## config.mk

```make
export PLATFORM = sky130hd
export DESIGN_NAME = dto_alpha
export DESIGN_NICKNAME = d
export VERILOG_FILES = /design/src/rtl/dto_pkg.sv /design/src/rtl/dto_alpha.sv
export SDC_FILE = /design/constraint.sdc
export NUM_CORES = 1
export LEC_CHECK = 0
export CAP_MARGIN = 20
export CORE_ASPECT_RATIO = 1.5
export CORE_MARGIN = 8
export CORE_UTILIZATION = 40
export CTS_CLUSTER_DIAMETER = 200
export DETAILED_ROUTE_END_ITERATION = 7
export DONT_BUFFER_PORTS = 1
export HOLD_SLACK_MARGIN = 0.12
export MAX_ROUTING_LAYER = met4
export PLACE_DENSITY = 0.5
export SKIP_CTS_REPAIR_TIMING = 1
export SLEW_MARGIN = 10
export SYNTH_ARGS = -nofsm -noshare
export SYNTH_HDL_FRONTEND = slang
export SYNTH_SLANG_ARGS = --single-unit
```

## constraint.sdc

```tcl
create_clock -name clk -period 6.2 [get_ports clk]
set_input_delay 0.31 -clock clk [delete_from_list [all_inputs] [get_ports clk]]
set_output_delay 0.31 -clock clk [all_outputs]
set_load 0.03 [all_outputs]
```

## src/rtl/dto_pkg.sv

```systemverilog
// Shared types and constants for the disturbance torque observer.
// No dependencies; imported by dto_alpha, dto_lane and the top level.
package dto_pkg;

  localparam int AXES      = 3;
  localparam int RUN_W     = 16;
  localparam logic [RUN_W-1:0] RUN_MAX = {RUN_W{1'b1}};

  // Quotient bits of dH/dt before the overflow cut (2^20 * 1e9 < 2^50)
  localparam int DIV_STEPS = 50;
  // Quotient bits of alpha in Q0.31
  localparam int ALPHA_STEPS = 31;

  localparam logic [29:0] NS_PER_S = 30'd1000000000;

  // Field widths that follow from the fixed formats
  localparam int CFG_W = 40;

  typedef enum logic [2:0] {
    CFG_TAU      = 3'd0,
    CFG_MAX_STEP = 3'd1,
    CFG_LATCH    = 3'd2,
    CFG_CLEAR    = 3'd3,
    CFG_PERSIST  = 3'd4
  } cfg_idx_t;

  typedef enum logic [2:0] {
    ST_OK      = 3'd0,
    ST_UNCONF  = 3'd1,
    ST_FIRST   = 3'd2,
    ST_ORDER   = 3'd3,
    ST_LONG    = 3'd4,
    ST_OVF     = 3'd5
  } status_t;

  typedef struct packed {
    logic start;   // latch operands, begin raw torque
    logic filt;    // run the low-pass update with the given alpha
    logic commit;  // take the new estimate as filter state
  } lane_cmd_t;

  typedef struct packed {
    logic raw_rdy;
    logic raw_ovf;
    logic filt_rdy;
    logic filt_ovf;
  } lane_stat_t;

endpackage

```

## src/rtl/dto_alpha.sv

```systemverilog
// Filter gain unit: alpha = floor(dt * 2^31 / (tau + dt)), one bit a cycle.
// Depends on dto_pkg.
module dto_alpha import dto_pkg::*; (
  input  logic        clk,
  input  logic        rst_n,
  input  logic        start,
  input  logic [31:0] dt,
  input  logic [39:0] tau,
  output logic        done,
  output logic [30:0] alpha
);

  typedef enum logic [1:0] {A_IDLE, A_RUN, A_DONE} a_state_t;

  a_state_t    state_r;
  logic [40:0] denom_r;
  logic [40:0] rem_r;
  logic [30:0] quo_r;
  logic [4:0]  cnt_r;
  logic [41:0] trial;
  logic        take;

  assign trial = {rem_r, 1'b0};
  assign take  = (trial >= {1'b0, denom_r});
  assign done  = (state_r == A_DONE);
  assign alpha = quo_r;

  always_ff @(posedge clk) begin
    if (!rst_n) begin
      state_r <= A_IDLE;
      denom_r <= '0;
      rem_r   <= '0;
      quo_r   <= '0;
      cnt_r   <= '0;
    end else if (start) begin
      denom_r <= {1'b0, tau} + {9'd0, dt};
      rem_r   <= {9'd0, dt};
      quo_r   <= '0;
      cnt_r   <= 5'(ALPHA_STEPS - 1);
      state_r <= A_RUN;
    end else begin
      case (state_r)
        A_RUN: begin
          rem_r <= take ? 41'(trial - {1'b0, denom_r}) : trial[40:0];
          quo_r <= {quo_r[29:0], take};
          cnt_r <= cnt_r - 5'd1;
          if (cnt_r == '0) state_r <= A_DONE;
        end
        default: ;
      endcase
    end
  end

endmodule

```

---- After elaboration in Yosys (flattened, before gate mapping) ----
Cells that the tools add are included.
operators by class
  bitwise gates (word level) .............. 1
  add/subtract/negate cells ............... 3
  reductions and logical operators ........ 6
  $lt $le $gt $ge ......................... 1
  equality and inequality tests ........... 2
  muxes and demuxes ....................... 8
operators by type and width
  kind                                                  count
  two-way mux 32 bit                                    2
  >= comparator 42 x 41 -> 1 bit                        1
  adder 40 x 32 -> 41 bit                               1
  two-way mux 41 bit                                    1
  subtractor 41 bit                                     1
  two-way mux 5 bit                                     2
  logical NOT 5 bit                                     1
  subtractor 5 x 1 -> 5 bit (second input constant)     1
  AND reduction 2 bit                                   2
  nonzero test 2 bit                                    2
  two-way mux 1 bit                                     3
  equality test 2 x 1 -> 1 bit (second input constant)  1
  equality test 2 bit (second input constant)           1
  OR reduction 2 bit                                    1
  inverter 1 bit                                        1
storage, ports and cells
  input bits .............................. 75
  word-level logic and storage cells ...... 29
  bits in registers ....................... 120

---- Depth between registers and ports, before layout ----
Gate-level depths: netlist (run 1).
  depth after elaboration ................. 4
  gate-level depth with buffers ........... 14

---- Least setup slack after synthesis (run 1) ----
Ideal clock, no wire load.
  path kind ............................... reg2reg
  start ................................... reg denom_r[0]
  end ..................................... reg rem_r[36]
  slack ................................... 3.249 ns
  cell stages (with the launch flop) ...... 11
  arrival time ............................ 2.833 ns
  buffers on the path ..................... 0
  setup time .............................. 0.117 ns
  period minus slack after synthesis ...... 2.951 ns
  path through ............................ dfxtp_1 > fa_1 > nand2b_1 > a211oi_1 > o31ai_1 > a31oi_1 > o221ai_2 > o21ai_0 > or3b_2 > mux2i_1 > a32o_1
on the way
  cells in the longest elaborated chain, start to end .. 2
  elaborated cells on any way between the ends .. 3
RTL lines
  element                                                              RTL line                          text
  start, declared                                                      dto_alpha.sv:16                   logic [40:0] denom_r;
  start signal, assigned                                               dto_alpha.sv:36                   denom_r <= {1'b0, tau} + {9'd0, dt};
  subtractor 41 bit or >= comparator 42 x 41 -> 1 bit (tied branches)  dto_alpha.sv:44, dto_alpha.sv:24
  two-way mux 41 bit (*)                                               dto_alpha.sv:44                   rem_r <= take ? 41'(trial - {1'b0, denom_r}) : trial[40:0];
  end signal, assigned                                                 dto_alpha.sv:37                   rem_r <= {9'd0, dt};
  end signal, assigned                                                 dto_alpha.sv:44
  end, declared                                                        dto_alpha.sv:17                   logic [40:0] rem_r;
Mark *: on every way between the ends. The rest lies on a longest branch, timed or not.
A chain may end at the register's enable or synchronous reset.

---- Final worst setup path (run 1) ----
  start ................................... reg denom_r[26]
  end ..................................... reg rem_r[27]
on the way
  cells in the longest elaborated chain, start to end .. 4
  elaborated cells on any way between the ends .. 5
RTL lines
  element                                                              RTL line                          text
  subtractor 41 bit or >= comparator 42 x 41 -> 1 bit (tied branches)  dto_alpha.sv:44, dto_alpha.sv:24
  two-way mux 41 bit (*)                                               dto_alpha.sv:44
  two-way mux 32 bit (*)                                               dto_alpha.sv:42                   case (state_r)
  two-way mux 32 bit (*)                                               dto_alpha.sv:35                   end else if (start) begin
Mark *: on every way between the ends. The rest lies on a longest branch, timed or not. The select of a mux whose other input is x is not followed.

==> results of run 1 <==
## kinds of logic (layout without fill, tap and decap cells)
group | Yosys count | in the layout | synth area share
DFF | 120 | 120 | 0.261
and+or+nand+nor | 413 | 413 | 0.210
muxes | 35 | 35 | 0.0392
xor gates and xnor gates | 59 | 59 | 0.0562
AOI/OAI and AO/OA | 396 | 396 | 0.272
adders and majority gates | 77 | 77 | 0.106
buffers and inverters | 128 | 147 | 0.0551
## worst paths after layout
check,start,to
worst min register to register,denom_r[25],denom_r[25]
worst max-delay path,denom_r[26],rem_r[27]
worst min-delay path,start,denom_r[14]
worst max register to register,denom_r[26],rem_r[27]
## worst register-to-register path, stage by stage (launching register included)
cell and delay, ns:
dfxtp_1 0.34, inv_1 0.05, ha_1 0.53, nand4_1 0.21, or3_1 0.45, or4_1 0.53
o221ai_2 0.26, nor3_4 0.08, buf_4 0.27, mux2i_1 0.19, a211o_1 0.30, a21oi_1 0.13
dlygate4sd3_1 0.56
## power groups by stage
| stage | clock network, W | logic (W) | registers [W] |
|---|---|---|---|
| detailed placement | 0 | 0.00104 | 0.000874 |
| floorplan | 0 | 0.000829 | 0.000864 |
| global route | 0.000995 | 0.00121 | 0.000864 |
| finish | 0.000936 | 0.00109 | 0.000858 |
| CTS | 0.000960 | 0.00105 | 0.000858 |
| global placement | 0 | 0.00104 | 0.000873 |
## cell type report
class	count	area (um2)
Fill cell	2399	12400
Inverter	62	233
Clock buffer	18	439
Multi-Input combinational cell	980	6300
Timing Repair Buffer	53	546
Sequential cell	120	2400
Tap cell	280	350
Clock inverter	14	114
## cell usage in the layout (no fill, tap or decap), types with 7 or more instances in the layout
cell type        n
o21ai_0         96
dfxtp_1        120
clkbuf_16       17
dlygate4sd3_1   44
o211ai_1        12
and3_1          17
ha_1            75
a21o_1          35
a211oi_1        32
or3_1           10
nand2b_1        13
nand2_1        129
nand4_1         12
a31o_2           7
a21oi_1        124
inv_1           62
xnor2_1         34
nor3_1          23
o21bai_1        13
nand3_1         52
xor2_1          25
mux2i_1         30
nor2b_1         11
o21a_1           9
nor2_1         110
a31oi_1         11
## layer usage
| layer | track usage | up-vias | part of all wire |
|---|---|---|---|
| li1 | - | 4446 | - |
| met1 | 0.218 | 4164 | 0.41 |
| met2 | 0.359 | 198 | 0.52 |
| met3 | 0.0337 | 54 | 0.037 |
| met4 | 0.0868 | 0 | 0.031 |
| met5 | - | - | 0 |
## through the flow
step	power [W]	hold WS, ns	utilization	setup slack [ns]	instances
after floorplan	0.00169	0.446	-	3.25	1228
after global placement	0.00192	0.428	0.409	2.50	1448
after detailed placement	0.00191	0.434	0.409	2.48	1448
after CTS	0.00286	-0.0254	0.433	2.74	1480
after global routing	0.00307	0.121	0.455	1.92	1527
final	0.00289	0.0811	0.455	2.26	1527
## state kept, by name, summed over array words and instances (netlist names)
name,cells
state_r,2
cnt_r,5
alpha,31
denom_r,41
rem_r,41
==> metrics.txt, run 1 <==
Synth area leaders dfxtp_1 (26%), ha_1 (10%), a21oi_1 (6.7%); Worst path max stage delay 0.56 ns; Die ar. 0.0282 mm2; CP startpoint kind flip-flop; Yosys top cell by area dfxtp_1; GRT Total Usage 0.202; clk slew on worst S/H paths 0.06 ns; largest net degree at the start of global routing 119; vias in the first global route 8554; Finish-stage setup viols 0; Initial DRC Count 444; Sw Ratio 0.381; status completed; Top delay family on crit path simple AND/OR/NAND/NOR gates; max-slew violations 0; gpl congestion 0.875; die height 202 um; DRT antenna net count 0; worst vdd ir 0.000199 V; area grow syn2layout 12.9%; Crit path depth 12; CTS Root Cell clkbuf_16; first-pass GRT wire length 44800 um; DR WL/cell 19.8 um; Post-synth EDFFs 0; power per cell area 278 mW/mm2; top_reg_cell synth dfxtp_1; hpwl dp 20700 um; io pins 107; Die Width 140 um; crit-path cells inv_1, ha_1, nand4_1, or3_1, or4_1, o221ai_2, nor3_4, buf_4, mux2i_1, a211o_1, a21oi_1, dlygate4sd3_1; WP data required 6.57 ns; internal reg-to-reg setup slack 2.26 ns; f_max 254 MHz; top cell type's share of synthesized area 0.261; slew margin rel. 0.362; Clock Power Share 0.324; register area share after synthesis 0.261; Final nets 1386; Worst Path Buf+Inv 3; Post-Synthesis Net Count 1380; Post-synth top cells nand2_1 (130), a21oi_1 (124), dfxtp_1 (120); P_leak 4.24 nW; Pint 0.00179 W; minimum clock period 3.94 ns; part of the power in registers 0.297; # DRC 0; Post-DP Area 0.00933 mm2; CTS sink count 120; Avg Vias per Cell 5.80; hold crit path type primary input to flip-flop; Pre-antenna DRT Iters 5; hold path cells 2; Mean Syn Cell Area 7.49 um2; CTS tree done; Worst setup EP type flip-flop; MaxCap Viol Count 0; Overflow after GRT 0; skew final 0.0111 ns; fin area 0.0104 mm2; RSZ-0062 raised after global routing false; Netlist cell types 73; Mapped Cells 1228; synthesized area 0.00920 mm2; DRT Wirelength 30200 um; IO Port Bufs 0; slowest library cell on the worst path dlygate4sd3_1; Period Utilization, post-route 0.636; Vias 8862; Yosys warning count 0; crit path DAT 4.31 ns; Psw 0.00110 W; Num CTS Buffers 17; sum of negative setup slack 0 ns; Core Region 0.0228 mm2; Starting Density 0.403; flops & latches, synth 120; number of H-tree levels 4; Reg2Reg Depth 12; Comb power frac 0.379; Critical Path Fanout Max 37; layout cell share with drive strength beyond 1 0.0537; Cell Rows 68; clock buffer depth 2; top-count cell post-synth nand2_1; worst-margin pin slew 0.933 ns; # diodes 0; critical path class flip-flop to flip-flop; ys async rst share 0; antenna violations before repair 0; Hold Vio Cnt, Final 0; clock latency at the later pin of the worst-skew pair 0.43 ns
No activity file was read; power rests on OpenSTA's default activity.
==> inputs of run 2 (changes only) <==
==> constraint.sdc (replaced) <==
create_clock -name clk -period 3.95 [get_ports clk]
set_input_delay 0.1975 -clock clk [delete_from_list [all_inputs] [get_ports clk]]
set_output_delay 0.1975 -clock clk [all_outputs]
set_load 0.03 [all_outputs]
==> run 2 against run 1 <==
Clock power increased by 73%; sequential share of layout area decreased by 0.43 points; sequential cell count unchanged; global-route usage decreased by 0.067 points; maximum frequency increased by 12%; clock skew about the same; first-iteration DRC count increased by 1.8%; utilization increased by 0.87 points; sequential power increased by 57%; combinational power increased by 62%; largest power group unchanged; highest routed layer unchanged.
==> metrics.txt, run 2 (synthesized netlist as in run 1, its figures left out) <==
leading cell type in the layout, fill and taps excluded nand2_1; worst-margin pin slew 0.853 ns (-0.0799 ns); CP startpoint kind flip-flop; Top delay family on crit path simple AND/OR/NAND/NOR gates; # DRC 0 (unchanged); DR WL/cell 18.3 um (-7.5%); slew margin rel. 0.431 (+0.0687); multi-input logic area 0.00630 mm2 (unchanged); worst vdd ir 0.000350 V (+76%); Die Width 140 um (unchanged); clock latency at the later pin of the worst-skew pair 0.43 ns (about the same); Avg Vias per Cell 5.71 (-1.6%); number of H-tree levels 4 (unchanged); slowest library cell on the worst path or4_1; Reg2Reg Depth 14 (+2); commonest non-fill, non-tap cells in the layout nand2_1 (129), a21oi_1 (124), dfxtp_1 (120), nor2_1 (110), o21ai_0 (96); die height 202 um (unchanged); WP data required 4.32 ns (-2.25 ns); power per cell area 447 mW/mm2 (+61%); register area 0.00240 mm2 (unchanged); # diodes 0 (unchanged); DRT Wirelength 28300 um (-6.6%); Post-DP Area 0.00944 mm2 (+1.2%); vias in the first global route 8622 (+0.79%); Pre-antenna DRT Iters 5 (unchanged); clock buffer depth 2 (unchanged); hold path cells 2 (unchanged); Overflow after GRT 0 (unchanged); io pins 107 (unchanged); MaxCap Viol Count 0 (unchanged); Fill cells 2371 (-1.2%); crit-path cells inv_1, ha_1, ha_1, nand4_1, or4_1, or4_1, o221ai_2, nor3_4, buf_4, buf_4, buf_12, a2111o_1, nand3_1, and3_1; Worst path max stage delay 0.61 ns (+0.05 ns); status completed; CTS tree done; IO Port Bufs 0 (unchanged); clk slew on worst S/H paths 0.06 ns (about the same); Worst setup EP type flip-flop; Core Region 0.0228 mm2 (unchanged); CTS sink count 120 (unchanged); RSZ-0062 raised after global routing false; Critical Path Fanout Max 26 (-30%); f_max 283 MHz (+12%); gpl congestion 0.908 (+3.8%); hold crit path type primary input to flip-flop; critical path class flip-flop to flip-flop; Die ar. 0.0282 mm2 (unchanged); Worst Path Buf+Inv 4 (+1); Period Utilization, post-route 0.895 (+0.259); GRT Total Usage 0.202 (-0.000666); Crit path depth 14 (+2); minimum clock period 3.54 ns (-0.407 ns); area grow syn2layout 15.1%; crit path DAT 3.91 ns (-0.40 ns); max-slew violations 0 (unchanged); hpwl dp 20900 um (+0.81%); Final nets 1402 (+1.2%); sum of negative setup slack 0 ns (unchanged); Initial DRC Count 452 (+1.8%); skew final 0.0110 ns (-0.000135 ns); fin area 0.0106 mm2 (+1.9%); Cell Rows 68 (unchanged); Vias 8804 (-0.65%); Starting Density 0.403 (unchanged); antenna violations before repair 0 (unchanged); DRT antenna net count 0 (unchanged); Hold Vio Cnt, Final 0 (unchanged); first-pass GRT wire length 44800 um (+0.11%); Finish-stage setup viols 0 (unchanged); CTS Root Cell clkbuf_16; P_leak 4.35 nW (+2.7%); largest net degree at the start of global routing 119 (unchanged); layout cell share with drive strength beyond 1 0.0642 (+0.0105); Num CTS Buffers 17 (unchanged)
[run 2: changes by cell type in the layout (fill, tap and decap cells not counted), moves of 2 or more]
cell / before / now
clkinv_4: 2 / 4
clkinv_2: 2 / 0
clkinvlp_4: 3 / 1
buf_4: 6 / 21
bufinv_16: 0 / 3
inv_6: 6 / 4
[run 2: metrics by stage]
step,hold slack (ns),setup WS (ns),total power [W],instances,utilization
after floorplan,0.336,0.999,0.00266,1228,-
after global placement,0.321,0.330,0.00304,1459,0.414
after detailed placement,0.320,0.227,0.00303,1459,0.414
after CTS,-0.139,0.225,0.00469,1490,0.441
after global routing,0.123,0.236,0.00503,1542,0.464
final,0.0749,0.413,0.00473,1542,0.464
[run 2: worst reg2reg max path: stages (launching register included)]
cell,delay (ns)
dfxtp_1,0.38
inv_1,0.06
ha_1,0.28
ha_1,0.18
nand4_1,0.12
or4_1,0.41
or4_1,0.61
o221ai_2,0.24
nor3_4,0.07
buf_4,0.17
buf_4,0.15
buf_12,0.15
a2111o_1,0.41
nand3_1,0.10
and3_1,0.14
[run 2: area by class of cell]
cell class | instances | area share
Clock buffer | 19 | 0.0419
Clock inverter | 12 | 0.0158
Inverter | 62 | 0.0220
Multi-Input combinational cell | 980 | 0.595
Sequential cell | 120 | 0.227
Tap cell | 280 | 0.0331
Timing Repair Buffer | 69 | 0.0648
[run 2: per-layer routing]
metal  track usage  vias up  share of wire  wire length (um)
met4        0.0884        0          0.038              1070
met1         0.217     4108           0.42             11800
met5             -        -              0                 0
met2         0.358      164           0.51             14400
met3        0.0335       49          0.036              1010
li1              -     4483              -                 -
[run 2: worst paths after layout]
path / start / slack (ns) / end
max reg2reg: denom_r[1] / 0.41 / rem_r[26]
min reg2reg: rem_r[34] / 0.49 / rem_r[34]
min: start / 0.07 / rem_r[25]
max: denom_r[1] / 0.41 / rem_r[26]
[run 2: where the power goes]
part | internal (W) | switching, W | total [W]
Sequential | 0.00129 | 0.0000527 | 0.00135
Clock | 0.00102 | 0.000602 | 0.00162
Combinational | 0.000731 | 0.00104 | 0.00177
Total | 0.00304 | 0.00169 | 0.00473
==> inputs of run 3 (changes only) <==
--- a/config.mk
+++ b/config.mk
@@ -9,6 +9,7 @@
 export CORE_ASPECT_RATIO = 1.5
 export CORE_MARGIN = 8
 export CORE_UTILIZATION = 40
+export CTS_BUF_LIST = sky130_fd_sc_hd__clkbuf_8
 export CTS_CLUSTER_DIAMETER = 200
 export DETAILED_ROUTE_END_ITERATION = 7
 export DONT_BUFFER_PORTS = 1
==> run 3 against run 2 <==
Sequential cell count unchanged; sequential share of layout area up 0.33 points; combinational power about the same; largest power group unchanged; clock skew grew 0.0076 ns; final cell count up 0.26%; final area shrank 1.4%; clock power fell by 26%; power decreased by 8.7%; largest cell class unchanged; critical endpoint is now denom_r[40]; hold slack gained 0.039 ns; utilization is 0.66 points lower; critical path type is now primary input to flip-flop; non-clock buffer count rose by 4; clock-buffer cell count down 1.
==> metrics.txt, run 3 (synthesized netlist as in run 1, its figures left out) <==
CP startpoint kind primary input; Critical Path Fanout Max 9 (-65%); layout cell share with drive strength beyond 1 0.0640 (-0.000203); CTS tree done; crit-path cells dlygate4sd3_1, fa_1, a21o_1, a41o_1, a21oi_1, o2bb2ai_1, o311a_1, o31ai_1, a31oi_1, buf_4, o22ai_1, and2_1, dlygate4sd3_1; # diodes 0 (unchanged); gpl congestion 0.908 (unchanged); Worst setup EP type flip-flop; clock latency at the later pin of the worst-skew pair 0.46 ns (+0.03 ns); commonest non-fill, non-tap cells in the layout nand2_1 (129), a21oi_1 (124), dfxtp_1 (120), nor2_1 (110), o21ai_0 (96); max-slew violations 0 (unchanged); beginning of the worst hold path start; Initial DRC Count 462 (+2.2%); critical path class primary input to flip-flop; slew margin rel. 0.416 (-0.0153); overall power 0.00432 W (-8.7%); internal reg-to-reg setup slack 0.40 ns (about the same); clock buffer depth 2 (unchanged); Period Utilization, post-route 0.937 (+0.0413); Starting Density 0.403 (unchanged); Comb power frac 0.411 (+0.038); Vias 8784 (-0.23%); Num CTS Buffers 17 (unchanged); hpwl dp 20900 um (unchanged); number of H-tree levels 4 (unchanged); Worst path max stage delay 0.58 ns (-0.03 ns); Final nets 1406 (+0.29%); Die ar. 0.0282 mm2 (unchanged); # DRC 0 (unchanged); skew final 0.0186 ns (+0.00763 ns); worst vdd ir 0.000217 V (-38%); vias in the first global route 8622 (unchanged); CTS Root Cell clkbuf_8; MaxCap Viol Count 0 (unchanged); Hold Vio Cnt, Final 0 (unchanged); Clock Power Share 0.278 (-0.064); GRT Total Usage 0.202 (about the same); leading cell type in the layout, fill and taps excluded nand2_1; largest net degree at the start of global routing 119 (unchanged); Finish-stage setup viols 0 (unchanged); sum of negative setup slack 0 ns (unchanged); WHS 0.114 ns (+0.0390 ns); Avg Vias per Cell 5.68 (-0.49%); slowest library cell on the worst path dlygate4sd3_1; P_leak 4.29 nW (-1.5%); power per cell area 414 mW/mm2 (-7.4%); Pint 0.00267 W (-12%); CTS sink count 120 (unchanged); Cell Rows 68 (unchanged); status completed; part of the power in registers 0.311 (+0.026); crit path DAT 4.04 ns (+0.13 ns); area grow syn2layout 13.4%; first-pass GRT wire length 44800 um (about the same); clk slew on worst S/H paths 0.07 ns (about the same); Sw Ratio 0.381 (+0.0241); cell mode on critical path dlygate4sd3_1; worst flop-to-flop path endpoint rem_r[26]; io pins 107 (unchanged); Worst R2R Start denom_r[1]; Reg2Reg Depth 14 (unchanged); Psw 0.00165 W (-2.6%); die height 202 um (unchanged); IO Port Bufs 0 (unchanged); hold path endpoint rem_r[26]; hold path cells 3 (+1); Die Width 140 um (unchanged); antenna violations before repair 0 (unchanged); DR WL/cell 18.3 um (about the same); minimum clock period 3.70 ns (+0.163 ns); DRT Wirelength 28300 um (+0.17%); Overflow after GRT 0 (unchanged); Pre-antenna DRT Iters 4 (-1); DRT antenna net count 0 (unchanged); hold crit path type primary input to flip-flop; Core Region 0.0228 mm2 (unchanged); RSZ-0062 raised after global routing false; WP data required 4.29 ns (-0.03 ns); worst-margin pin slew 0.876 ns (+0.0229 ns); f_max 270 MHz (-4.4%)
-- run 3: power by group through the flow --
stage / registers [W] / logic, W / clock network [W]
2_1_floorplan: 0.00136 / 0.00130 / 0
3_3_place_gp: 0.00137 / 0.00167 / 0
3_5_place_dp: 0.00137 / 0.00166 / 0
4_1_cts: 0.00134 / 0.00168 / 0.00124
5_1_grt: 0.00135 / 0.00197 / 0.00129
6_report: 0.00134 / 0.00177 / 0.00120
-- run 3: worst max path at each step --
stage | from | to | slack [ns] | depth (start not counted)
floorplan | denom_r[0] | rem_r[36] | 1.0 | 10
global placement | denom_r[33] | rem_r[9] | 0.33 | 11
detailed placement | denom_r[33] | rem_r[9] | 0.23 | 11
CTS | denom_r[33] | rem_r[9] | 0.22 | 11
global route | dt[1] | denom_r[40] | 0.13 | 13
finish | dt[1] | denom_r[40] | 0.25 | 13
-- run 3: metal layers --
layer	track usage	up-vias	share of wire
li1	-	4483	-
met2	0.359	164	0.51
met4	0.0930	0	0.039
met1	0.216	4092	0.42
met3	0.0313	45	0.035
met5	-	-	0
-- run 3: stage by stage --
step | setup slack, ns | cell area, um2 | util | instances
6_report | 0.250 | 10400 | 0.457 | 1546
5_1_grt | 0.132 | 10400 | 0.457 | 1546
4_1_cts | 0.215 | 9860 | 0.432 | 1490
3_5_place_dp | 0.227 | 9440 | 0.414 | 1459
3_3_place_gp | 0.330 | 9440 | 0.414 | 1459
2_1_floorplan | 0.999 | 9200 | - | 1228
-- run 3: critical path: cells and delay by family --
| family | cells | cell delay [ns] |
|---|---|---|
| and+or+nand+nor | 1 | 0.17 |
| adders and majority gates | 1 | 0.47 |
| AOI/OAI and AO/OA | 8 | 1.89 |
| buffers and inverters | 3 | 1.31 |
-- run 3: cell type report --
cell class | instances | area [um2]
Fill cell | 2388 | 12400
Inverter | 62 | 233
Clock buffer | 18 | 248
Sequential cell | 120 | 2400
Clock inverter | 13 | 171
Timing Repair Buffer | 73 | 726
Multi-Input combinational cell | 980 | 6300
Tap cell | 280 | 350
